## src/rtl/assert_macros.svh

```systemverilog
// Assertion helpers shared by the RTL.
`ifndef ASSERT_MACROS_SVH
`define ASSERT_MACROS_SVH

// Same-cycle implication, checked at every rising edge outside reset.
`define ASSERT_IMPLIES(label, clk, rst_n, ante, cons) \
	label: assert property (@(posedge clk) disable iff (!(rst_n)) (ante) |-> (cons)) \
		else $error("Assertion failed: same-cycle implication.");

// Next-cycle implication, checked at every rising edge outside reset.
`define ASSERT_NEXT(label, clk, rst_n, ante, cons) \
	label: assert property (@(posedge clk) disable iff (!(rst_n)) (ante) |=> (cons)) \
		else $error("Assertion failed: next-cycle implication.");

`endif

```

## src/rtl/ucf_pkg.sv

```systemverilog
package ucf_pkg;

	localparam int PRESET_SLOTS = 4;
	localparam int SLOT_W = (PRESET_SLOTS > 1) ? $clog2(PRESET_SLOTS) : 1;

	localparam logic [7:0] START_RESET    = 8'h30;
	localparam logic [7:0] END_RESET      = 8'h5A;
	localparam logic [6:0] DEADBAND_RESET = 7'd10;
	localparam logic [7:0] SLOT_BASE      = 8'h31;
	localparam logic [7:0] SERVO_RESET    = 8'd127;
	localparam logic [15:0] PRESET_ERASED = 16'hFFFF;

	localparam logic [15:0] OP_MOTOR_A = 16'h4141;
	localparam logic [15:0] OP_MOTOR_B = 16'h4242;
	localparam logic [15:0] OP_SERVO_X = 16'h4343;
	localparam logic [15:0] OP_SERVO_Y = 16'h4444;
	localparam logic [15:0] OP_RESTORE = 16'h4545;
	localparam logic [15:0] OP_SAVE    = 16'h4646;
	localparam logic [15:0] OP_MAN_ON  = 16'h4747;
	localparam logic [15:0] OP_MAN_OFF = 16'h4848;

	localparam logic [1:0] DIR_STOP = 2'd0;
	localparam logic [1:0] DIR_FWD  = 2'd1;
	localparam logic [1:0] DIR_BACK = 2'd2;

	localparam logic [1:0] ST_NONE     = 2'd0;
	localparam logic [1:0] ST_DONE     = 2'd1;
	localparam logic [1:0] ST_BAD_OP   = 2'd2;
	localparam logic [1:0] ST_BAD_SLOT = 2'd3;

	localparam logic [1:0] REG_START    = 2'd0;
	localparam logic [1:0] REG_END      = 2'd1;
	localparam logic [1:0] REG_DEADBAND = 2'd2;

	typedef struct packed {
		logic        exec;
		logic [15:0] opcode;
		logic [7:0]  data;
	} ucf_cmd_t;

	typedef struct packed {
		logic [1:0] a_dir;
		logic [7:0] a_duty;
		logic [1:0] b_dir;
		logic [7:0] b_duty;
	} ucf_drive_t;

	typedef struct packed {
		logic [1:0] status;
		logic       preset_led;
		logic       remote_led;
		logic       manual_on;
		logic [7:0] servo_y_pulse;
		logic [7:0] servo_x_pulse;
		logic [7:0] motor_b_duty;
		logic [1:0] motor_b_dir;
		logic [7:0] motor_a_duty;
		logic [1:0] motor_a_dir;
	} ucf_result_t;

endpackage

```

## src/rtl/ucf_frame_rx.sv

```systemverilog
module ucf_frame_rx (
	input  logic            clk,
	input  logic            arst_n,
	input  logic            fire,
	input  logic            func,
	input  logic [7:0]      rx_byte,
	input  logic [7:0]      start_byte,
	input  logic [7:0]      end_byte,
	output ucf_pkg::ucf_cmd_t cmd
);
	import ucf_pkg::*;

	logic [1:0] idx_q;
	logic [7:0] bytes_q [3];
	logic       is_start;
	logic       is_end;
	logic       store;

	assign is_start = (rx_byte == start_byte);
	assign is_end   = (rx_byte == end_byte);
	assign store    = fire && !func && !is_start && !(is_end && idx_q == 2'd3) &&
		(idx_q != 2'd3);

	assign cmd.exec   = !func && !is_start && is_end && (idx_q == 2'd3);
	assign cmd.opcode = {bytes_q[0], bytes_q[1]};
	assign cmd.data   = bytes_q[2];

	always_ff @(posedge clk or negedge arst_n) begin
		if (!arst_n) begin
			idx_q <= 2'd0;
		end else if (fire && !func) begin
			if (is_start) begin
				idx_q <= 2'd0;
			end else if (store) begin
				idx_q <= idx_q + 2'd1;
			end
		end
	end

	always_ff @(posedge clk) begin
		if (store) begin
			bytes_q[idx_q] <= rx_byte;
		end
	end

endmodule

```

## src/rtl/ucf_mixer.sv

```systemverilog
module ucf_mixer (
	input  logic [7:0]          joy_fwd,
	input  logic [7:0]          joy_turn,
	input  logic [6:0]          deadband,
	output ucf_pkg::ucf_drive_t drive
);
	import ucf_pkg::*;

	logic signed [9:0] t;
	logic signed [9:0] r;
	logic signed [9:0] db;
	logic signed [9:0] sum_b;
	logic signed [9:0] mix_a;
	logic signed [9:0] mix_b;
	logic signed [9:0] neg_a;
	logic signed [9:0] neg_b;
	logic              in_band;

	// Only the sum can reach minus 256, so only that mix needs clamping.
	assign t     = $signed({2'b00, joy_fwd}) - 10'sd128;
	assign r     = $signed({2'b00, joy_turn}) - 10'sd128;
	assign db    = $signed({3'b000, deadband});
	assign sum_b = t + r;
	assign mix_a = t - r;
	assign mix_b = (sum_b < -10'sd255) ? -10'sd255 : sum_b;
	assign neg_a = -mix_a;
	assign neg_b = -mix_b;
	assign in_band = (t > -db) && (t < db) && (r > -db) && (r < db);

	always_comb begin
		if (in_band) begin
			drive.a_dir  = DIR_STOP;
			drive.a_duty = 8'd0;
			drive.b_dir  = DIR_STOP;
			drive.b_duty = 8'd0;
		end else begin
			drive.a_dir  = mix_a[9] ? DIR_BACK : DIR_FWD;
			drive.a_duty = mix_a[9] ? neg_a[7:0] : mix_a[7:0];
			drive.b_dir  = mix_b[9] ? DIR_BACK : DIR_FWD;
			drive.b_duty = mix_b[9] ? neg_b[7:0] : mix_b[7:0];
		end
	end

endmodule

```

## src/rtl/ucf_state.sv

```systemverilog
module ucf_state (
	input  logic                 clk,
	input  logic                 arst_n,
	input  logic                 fire,
	input  logic                 func,
	input  ucf_pkg::ucf_cmd_t    cmd,
	input  ucf_pkg::ucf_drive_t  drive,
	input  logic [7:0]           joy_pan,
	input  logic [7:0]           joy_tilt,
	output ucf_pkg::ucf_result_t res
);
	import ucf_pkg::*;

	logic [1:0]  a_dir_q, b_dir_q;
	logic [7:0]  a_duty_q, b_duty_q;
	logic [7:0]  sx_q, sy_q, saved_x_q, saved_y_q;
	logic        manual_q, remote_q, preset_q;
	logic [15:0] store_q [PRESET_SLOTS];

	logic [7:0]  saved_x_n, saved_y_n;
	logic [7:0]  slot_diff;
	logic        slot_ok;
	logic [SLOT_W-1:0] slot;
	logic [15:0] slot_val;
	logic        save_en;
	logic [1:0]  srv_dir;
	logic [7:0]  srv_duty;

	assign slot_diff = cmd.data - SLOT_BASE;
	assign slot_ok   = (cmd.data >= SLOT_BASE) && (slot_diff < 8'(PRESET_SLOTS));
	assign slot      = slot_diff[SLOT_W-1:0];
	assign slot_val  = store_q[slot];

	always_comb begin
		if (cmd.data > 8'd127) begin
			srv_dir  = DIR_FWD;
			srv_duty = {1'b0, cmd.data[6:0]};
		end else if (cmd.data < 8'd127) begin
			srv_dir  = DIR_BACK;
			srv_duty = {1'b0, 7'h7F - cmd.data[6:0]};
		end else begin
			srv_dir  = DIR_STOP;
			srv_duty = 8'd0;
		end
	end

	always_comb begin
		res.motor_a_dir   = a_dir_q;
		res.motor_a_duty  = a_duty_q;
		res.motor_b_dir   = b_dir_q;
		res.motor_b_duty  = b_duty_q;
		res.servo_x_pulse = sx_q;
		res.servo_y_pulse = sy_q;
		res.manual_on     = manual_q;
		res.remote_led    = remote_q;
		res.preset_led    = preset_q;
		res.status        = ST_NONE;
		saved_x_n         = saved_x_q;
		saved_y_n         = saved_y_q;
		save_en           = 1'b0;
		if (func) begin
			if (manual_q) begin
				res.servo_x_pulse = joy_pan;
				res.servo_y_pulse = joy_tilt;
				res.motor_a_dir   = drive.a_dir;
				res.motor_a_duty  = drive.a_duty;
				res.motor_b_dir   = drive.b_dir;
				res.motor_b_duty  = drive.b_duty;
			end
		end else if (cmd.exec) begin
			res.preset_led = 1'b0;
			res.status     = ST_DONE;
			case (cmd.opcode)
				OP_MOTOR_A: begin
					res.motor_a_dir  = srv_dir;
					res.motor_a_duty = srv_duty;
				end
				OP_MOTOR_B: begin
					res.motor_b_dir  = srv_dir;
					res.motor_b_duty = srv_duty;
				end
				OP_SERVO_X: begin
					res.servo_x_pulse = cmd.data;
					saved_x_n         = cmd.data;
				end
				OP_SERVO_Y: begin
					res.servo_y_pulse = cmd.data;
					saved_y_n         = cmd.data;
				end
				OP_RESTORE: begin
					res.preset_led = 1'b1;
					if (slot_ok) begin
						res.servo_x_pulse = slot_val[15:8];
						res.servo_y_pulse = slot_val[7:0];
					end else begin
						res.status = ST_BAD_SLOT;
					end
				end
				OP_SAVE: begin
					res.preset_led = 1'b1;
					if (slot_ok) begin
						save_en = 1'b1;
					end else begin
						res.status = ST_BAD_SLOT;
					end
				end
				OP_MAN_ON: begin
					res.manual_on  = 1'b1;
					res.remote_led = 1'b0;
				end
				OP_MAN_OFF: begin
					res.manual_on  = 1'b0;
					res.remote_led = 1'b1;
				end
				default: begin
					res.status = ST_BAD_OP;
				end
			endcase
		end
	end

	always_ff @(posedge clk or negedge arst_n) begin
		if (!arst_n) begin
			a_dir_q   <= DIR_STOP;
			a_duty_q  <= 8'd0;
			b_dir_q   <= DIR_STOP;
			b_duty_q  <= 8'd0;
			sx_q      <= SERVO_RESET;
			sy_q      <= SERVO_RESET;
			saved_x_q <= 8'd0;
			saved_y_q <= 8'd0;
			manual_q  <= 1'b1;
			remote_q  <= 1'b0;
			preset_q  <= 1'b0;
			for (int i = 0; i < PRESET_SLOTS; i++) begin
				store_q[i] <= PRESET_ERASED;
			end
		end else if (fire) begin
			a_dir_q   <= res.motor_a_dir;
			a_duty_q  <= res.motor_a_duty;
			b_dir_q   <= res.motor_b_dir;
			b_duty_q  <= res.motor_b_duty;
			sx_q      <= res.servo_x_pulse;
			sy_q      <= res.servo_y_pulse;
			saved_x_q <= saved_x_n;
			saved_y_q <= saved_y_n;
			manual_q  <= res.manual_on;
			remote_q  <= res.remote_led;
			preset_q  <= res.preset_led;
			if (save_en) begin
				store_q[slot] <= {saved_x_q, saved_y_q};
			end
		end
	end

endmodule

```

## src/rtl/uart_command_frame_motor_servo_ctrl_core.sv

```systemverilog
// Serial command frame and joystick controller for two drive motors and a pan and tilt
// servo pair. Each request on the slave stream is either a received serial byte (tuser 0)
// or a joystick sample (tuser 1), and produces exactly one result on the master stream,
// a snapshot of the motor, servo and mode outputs together with the frame status. A
// request is registered on entry and its result is registered on exit, and a new request is
// taken in every cycle while the master side keeps up.
// The start byte, end byte and joystick deadband are written through the configuration
// channel, which is always ready and should only be used while the block is idle.
`include "assert_macros.svh"

module uart_command_frame_motor_servo_ctrl_core (
	input  logic        clk,
	input  logic        arst_n,
	input  logic        s_axis_tvalid,
	output logic        s_axis_tready,
	// rx_byte [7:0], joy_fwd [15:8], joy_turn [23:16], joy_pan [31:24], joy_tilt [39:32]
	input  logic [39:0] s_axis_tdata,
	// func [0]
	input  logic [0:0]  s_axis_tuser,
	output logic        m_axis_tvalid,
	input  logic        m_axis_tready,
	// motor_a_dir [1:0], motor_a_duty [9:2], motor_b_dir [11:10], motor_b_duty [19:12],
	// servo_x_pulse [27:20], servo_y_pulse [35:28], manual_on [36], remote_led [37],
	// preset_led [38], status [40:39], zero fill [47:41]
	output logic [47:0] m_axis_tdata,
	input  logic        cfg_valid,
	output logic        cfg_ready,
	input  logic [1:0]  cfg_index,
	input  logic [7:0]  cfg_data
);
	import ucf_pkg::*;

	logic        valid_s1;
	logic [39:0] data_s1;
	logic        func_s1;
	logic        out_valid_q;
	ucf_result_t res_q;
	ucf_result_t res_n;
	ucf_cmd_t    cmd;
	ucf_drive_t  drive;
	logic [7:0]  start_q;
	logic [7:0]  end_q;
	logic [6:0]  deadband_q;
	logic        advance;
	logic        fire;
	logic        s_accept;

	assign advance       = !out_valid_q || m_axis_tready;
	assign fire          = valid_s1 && advance;
	assign s_axis_tready = !valid_s1 || advance;
	assign s_accept      = s_axis_tvalid && s_axis_tready;
	assign cfg_ready     = 1'b1;

	always_ff @(posedge clk or negedge arst_n) begin
		if (!arst_n) begin
			start_q    <= START_RESET;
			end_q      <= END_RESET;
			deadband_q <= DEADBAND_RESET;
		end else if (cfg_valid) begin
			case (cfg_index)
				REG_START:    start_q    <= cfg_data;
				REG_END:      end_q      <= cfg_data;
				REG_DEADBAND: deadband_q <= cfg_data[6:0];
				default:      ;
			endcase
		end
	end

	always_ff @(posedge clk or negedge arst_n) begin
		if (!arst_n) begin
			valid_s1    <= 1'b0;
			out_valid_q <= 1'b0;
		end else begin
			if (s_accept) begin
				valid_s1 <= 1'b1;
			end else if (advance) begin
				valid_s1 <= 1'b0;
			end
			if (fire) begin
				out_valid_q <= 1'b1;
			end else if (m_axis_tready) begin
				out_valid_q <= 1'b0;
			end
		end
	end

	always_ff @(posedge clk) begin
		if (s_accept) begin
			data_s1 <= s_axis_tdata;
			func_s1 <= s_axis_tuser[0];
		end
		if (fire) begin
			res_q <= res_n;
		end
	end

	ucf_frame_rx u_frame_rx (
		.clk        (clk),
		.arst_n     (arst_n),
		.fire       (fire),
		.func       (func_s1),
		.rx_byte    (data_s1[7:0]),
		.start_byte (start_q),
		.end_byte   (end_q),
		.cmd        (cmd)
	);

	ucf_mixer u_mixer (
		.joy_fwd  (data_s1[15:8]),
		.joy_turn (data_s1[23:16]),
		.deadband (deadband_q),
		.drive    (drive)
	);

	ucf_state u_state (
		.clk      (clk),
		.arst_n   (arst_n),
		.fire     (fire),
		.func     (func_s1),
		.cmd      (cmd),
		.drive    (drive),
		.joy_pan  (data_s1[31:24]),
		.joy_tilt (data_s1[39:32]),
		.res      (res_n)
	);

	assign m_axis_tvalid = out_valid_q;
	assign m_axis_tdata  = {7'd0, res_q.status, res_q.preset_led, res_q.remote_led,
		res_q.manual_on, res_q.servo_y_pulse, res_q.servo_x_pulse, res_q.motor_b_duty,
		res_q.motor_b_dir, res_q.motor_a_duty, res_q.motor_a_dir};

	`ASSERT_IMPLIES(a_mode_leds, clk, arst_n, m_axis_tvalid,
		res_q.manual_on != res_q.remote_led)
	`ASSERT_IMPLIES(a_bad_slot_led, clk, arst_n,
		m_axis_tvalid && res_q.status == ST_BAD_SLOT, res_q.preset_led)
	`ASSERT_IMPLIES(a_stop_duty, clk, arst_n,
		m_axis_tvalid && res_q.motor_a_dir == DIR_STOP, res_q.motor_a_duty == 8'd0)
	`ASSERT_NEXT(a_result_follows, clk, arst_n, fire, m_axis_tvalid)

endmodule
```

## config.mk

```make
export PLATFORM = sky130hd
export DESIGN_NAME = uart_command_frame_motor_servo_ctrl_core
export DESIGN_NICKNAME = d
export VERILOG_FILES = /design/src/rtl/ucf_pkg.sv /design/src/rtl/ucf_frame_rx.sv /design/src/rtl/ucf_mixer.sv /design/src/rtl/ucf_state.sv /design/src/rtl/uart_command_frame_motor_servo_ctrl_core.sv
export VERILOG_INCLUDE_DIRS = /design/src /design/src/rtl
export SDC_FILE = /design/constraint.sdc
export NUM_CORES = 1
export LEC_CHECK = 0
export BUFFER_PORTS_ARGS = -buffer_cell sky130_fd_sc_hd__buf_4
export CAP_MARGIN = 20
export CORE_AREA = 2 2 201 203
export CTS_BUF_LIST = sky130_fd_sc_hd__clkbuf_4 sky130_fd_sc_hd__clkbuf_8 sky130_fd_sc_hd__clkbuf_16
export CTS_CLUSTER_DIAMETER = 100
export DETAILED_ROUTE_END_ITERATION = 6
export DIE_AREA = 0 0 203 205
export PLACE_DENSITY = 0.53
export SETUP_SLACK_MARGIN = 0.05
export SLEW_MARGIN = 40
export SYNTH_ARGS = -nofsm -noshare
export SYNTH_HDL_FRONTEND = slang
export SYNTH_SLANG_ARGS = --single-unit
```

## constraint.sdc

```tcl
create_clock -name clk -period 11.9 [get_ports clk]
set_clock_uncertainty 0.15 [all_clocks]
set_input_delay 1.785 -clock clk [delete_from_list [all_inputs] [get_ports clk]]
set_output_delay 1.785 -clock clk [all_outputs]
set_load 0.01 [all_outputs]
```

==> flow_results.org <==
** Outcome
- The run finished with clean final reports.

** Cells and area
- For this run, the post-layout net count is 1321.
- Proportion of layout cells with a drive suffix above 1 :: 33.25%
- Growth of design area from synthesis to finish :: 16.28%
- The multi-input combinational cells in the finished layout cover a total of ~6300 sq um.
- Diodes inserted :: 0
- The layout has 3704 filler cells.
- Footprint of the flip-flops and latches :: slightly below 7000 sq um
- Count of placed standard cells in the final layout, fillers left out :: 1746
- Final core utilization :: 40.41%

** STA
- The number of failing hold endpoints at the final stage is 0.
- Time the worst path needs with I/O delays and setup :: 5.154 ns
- Worst Max-Slew Pin Slew :: 0.8434 ns
- Slew HR :: a little over two fifths
- The number of pins exceeding their max-slew limit in the final report was 0.
- Static timing analysis puts the maximum clock frequency at 0.1940 GHz.
- Setup repair after global routing left no endpoint under its margin.
- Post-route setup slack :: 6.746 ns
- Setup violations remaining at the end of the flow were counted as 0.
- Total negative setup slack :: 0 ns
- Period utilization :: 43.31%

** Hold path
- Instance count along the most critical hold path :: 2
- The worst hold path begins at u_state.remote_q.
- Min-delay worst type :: reg2reg
- Endpoint with the worst hold slack :: u_state.remote_q

** Worst setup path
- Worst R2R Path Depth :: 16
- In this run the critical register-to-register path is captured at m_axis_tdata[18].
- The worst setup path is captured at a flop.
- In this design, the largest share of critical-path delay is due to compound AO/OA/AOI/OAI gates.
- The worst setup path is of the reg2reg kind.
- In this run the number of cells on the critical path is 16.
- In this run the critical register-to-register path is launched from data_s1[16].
- CP cell instances :: ha_1 > fa_1 > nor2b_1 > o211a_1 > o311ai_1 > nand4_1 > a31oi_1 > ha_1 > or3b_2 > a2111o_1 > o211a_1 > nand3_1 > mux2i_1 > o211ai_1 > a221oi_1 > nor2_1
- Together, buffers and inverters on the worst path number 0.
- Across all register-to-register paths, the minimum setup slack is 6.75 ns.
- The worst setup path is launched from a flop.
- STA puts the critical path data arrival time at about 5.3 ns.
- At the worst endpoint, the required time is 12.07 ns.
- Critical-path cell with the highest stage delay :: sky130_fd_sc_hd__o311ai_1
- Slowest Stage Delay on Critical Path :: 0.60 ns
- Crit path max fanout :: 14

** Yosys
- Most instantiated library cell after synthesis :: sky130_fd_sc_hd__edfxtp_1
- The synthesized netlist contains 77 unique library cells.
- In this run, synthesis produced a sequential element count of 252.
- The synthesized design contains roughly 110 enable-type register cells.
- Count of warnings emitted by yosys :: 0
- Sorting the synthesized cells by area gives the leading types as sky130_fd_sc_hd__edfxtp_1, sky130_fd_sc_hd__dfstp_2, sky130_fd_sc_hd__dfrtp_1.
- Counting flops with an async set or reset pin after synthesis yields a share of 57.94%.
- The most used flip-flop cell after synthesis is sky130_fd_sc_hd__edfxtp_1.
- After synthesis, flip-flops and latches occupy 50.77% of the total area.
- Top post-synthesis cells by count :: sky130_fd_sc_hd__edfxtp_1, sky130_fd_sc_hd__dfstp_2, sky130_fd_sc_hd__nor2_1, sky130_fd_sc_hd__mux2_2, sky130_fd_sc_hd__ha_1
- In the synthesized netlist, the number of instances is around 1100.
- Combined area of all synthesized cells :: 13680 sq um
- Dividing the synthesized area by the synthesized cell count gives 12.36 sq um.
- Fraction of synthesized cell area taken by the top area cell type :: 23.27%
- Dominant cell type by area after synthesis :: sky130_fd_sc_hd__edfxtp_1

** CTS
- PostCTS Resize Cnt :: 0
- Post-CTS setup buffer count :: 0
- Clock latency on the worst-skew pair :: 0.58 ns
- In this run the number of H-tree levels came out at 1.
- In this run, post-CTS hold repair placed 0 buffers.
- In this run the clock root is driven by a sky130_fd_sc_hd__clkbuf_16.
- Num CTS Buffers :: 29
- Clock Sinks :: around 250
- CTS tree :: yes
- Clock-pin slew was measured on the worst setup and hold paths at around 0.060 ns.
- The longest clock path from root to sink contains 3 buffers.

** Route
- The routed layout has 9131 vias.
- In the routed design, unresolved DRC markers number 0.
- Total wirelength of the detailed-routed design :: 35260 um
- The detail route stage leaves a number of antenna-violating nets equal to 0.
- Starting DRC count in detailed routing :: roughly 580
- Via/cell ratio :: around 5.2
- Final routed wire length divided by cell count :: around 20 um
- Total iterations of the first detailed-routing run :: 5

** Floorplan
- For this configuration, the core starts out at a cell density of 34.75%.
- The die is 203 um wide.
- Die height :: 205 um
- Boundary Pins :: roughly 110
- Die outline area :: 41620 sq um
- In this run the standard cell core region covers 39370 sq um.
- Rows :: 73

** Power
- Worst IR drop on VDD :: 128.8 uV
- In this run the static leakage power is around 6.7 nW.
- Tot Pwr :: approximately 2.6 mW
- Cell area power density :: 166.4 nW/um^2

** Global routing
- Total routing usage reported by global routing :: roughly 17%
- Global-route wire length before repair :: about 55000 um
- Total gr overflow :: 0
- Number of antenna violations at the first check in global routing :: 1
- Entering global routing, the biggest net connects 77 pins.
- Via count of the first global-routing pass :: about 9000

** Placement
- Gpl congestion :: between 0.8 and 0.9
- Cell count after placement :: 1692
- HPWL Detailed :: 23770 um
- The count of buffers added on input and output ports is 98.
- At the placement stage, the worst setup path has a slack of roughly 7 ns.

** Run
- Across the run, the number of max-cap violations was 0.
## layer usage
metal	GRT usage (%)	up-vias	share of wire, %
met5	0	-	0
met4	4.979	0	2.5
met3	2.275	57	4.2
met2	27.32	231	46
met1	24.03	4558	47
li1	-	4285	-
## layout make-up
cell class | instances | share of cell area (%)
Inverter | 48 | 1.140
Multi-Input combinational cell | 758 | 39.92
Clock buffer | 39 | 5.191
Tap cell | 525 | 4.129
Clock inverter | 15 | 0.7472
Sequential cell | 252 | 43.68
Timing Repair Buffer | 109 | 5.191
## how the worst max path moves through the flow
stage                      from               end
floorplan           data_s1[16]  m_axis_tdata[18]
global placement    data_s1[16]  m_axis_tdata[18]
detailed placement  data_s1[16]  m_axis_tdata[18]
CTS                 data_s1[16]  m_axis_tdata[18]
global route         data_s1[8]  m_axis_tdata[18]
finish              data_s1[16]  m_axis_tdata[18]
## worst reg2reg max path, cell delays in order, from the launching register on
cell and delay (ns):
sky130_fd_sc_hd__edfxtp_1 0.41, sky130_fd_sc_hd__ha_1 0.23, sky130_fd_sc_hd__fa_1 0.42, sky130_fd_sc_hd__nor2b_1 0.18
sky130_fd_sc_hd__o211a_1 0.25, sky130_fd_sc_hd__o311ai_1 0.60, sky130_fd_sc_hd__nand4_1 0.16, sky130_fd_sc_hd__a31oi_1 0.21
sky130_fd_sc_hd__ha_1 0.39, sky130_fd_sc_hd__or3b_2 0.51, sky130_fd_sc_hd__a2111o_1 0.36, sky130_fd_sc_hd__o211a_1 0.18
sky130_fd_sc_hd__nand3_1 0.12, sky130_fd_sc_hd__mux2i_1 0.19, sky130_fd_sc_hd__o211ai_1 0.10, sky130_fd_sc_hd__a221oi_1 0.34
sky130_fd_sc_hd__nor2_1 0.08
## sequential cells by signal, summed over array words and instances (netlist names), 24 cells and up
| name | cells |
|---|---|
| u_frame_rx.bytes_q | 24 |
| u_state.store_q | 64 |
| m_axis_tdata | 41 |
| data_s1 | 40 |
## where the power goes
group          switching, mW  total (mW)  internal (mW)
clock network          0.371       0.881          0.510
registers              0.110        1.17           1.06
logic                  0.315       0.591          0.275
## cells by family (layout without fill, tap and decap cells)
kind of cell / Yosys count / count (layout) / share of synthesized area [%]
flip-flops: 252 / 252 / 50.77
AND/OR/NAND/NOR: 248 / 248 / 9.484
AO/OA/AOI/OAI: 215 / 215 / 10.81
multiplexers: 180 / 180 / 16.79
buffers and inverters: 103 / 211 / 3.292
adder cells (fa/ha/maj): 67 / 67 / 6.237
XOR/XNOR: 40 / 40 / 2.561
other: 2 / 8 / 0.05490
## through the flow
stage	hold WS [ns]	instance area, sq um
after CTS	0.3423	15900
after global placement	0.3089	14930
after floorplan	0.2955	13700
after detailed placement	0.3284	14960
final	0.3402	15910
after global routing	0.3594	15910
## placed cells by master (no fill, tap or decap), drive strengths merged, types with 14 or more instances in the layout
cell type and instances:
edfxtp 106, a21oi 55, o221ai 16, o22ai 17
dfstp 87, xnor2 24, a21o 15, buf 109
mux4 16, xor2 16, nand2 63, dfrtp 59
mux2 116, o21ai 29, inv 46, clkinv 15
nor2 79, clkbuf 39, mux2i 48, nor3 14
ha 65
No activity file was read; power rests on OpenSTA's default activity.
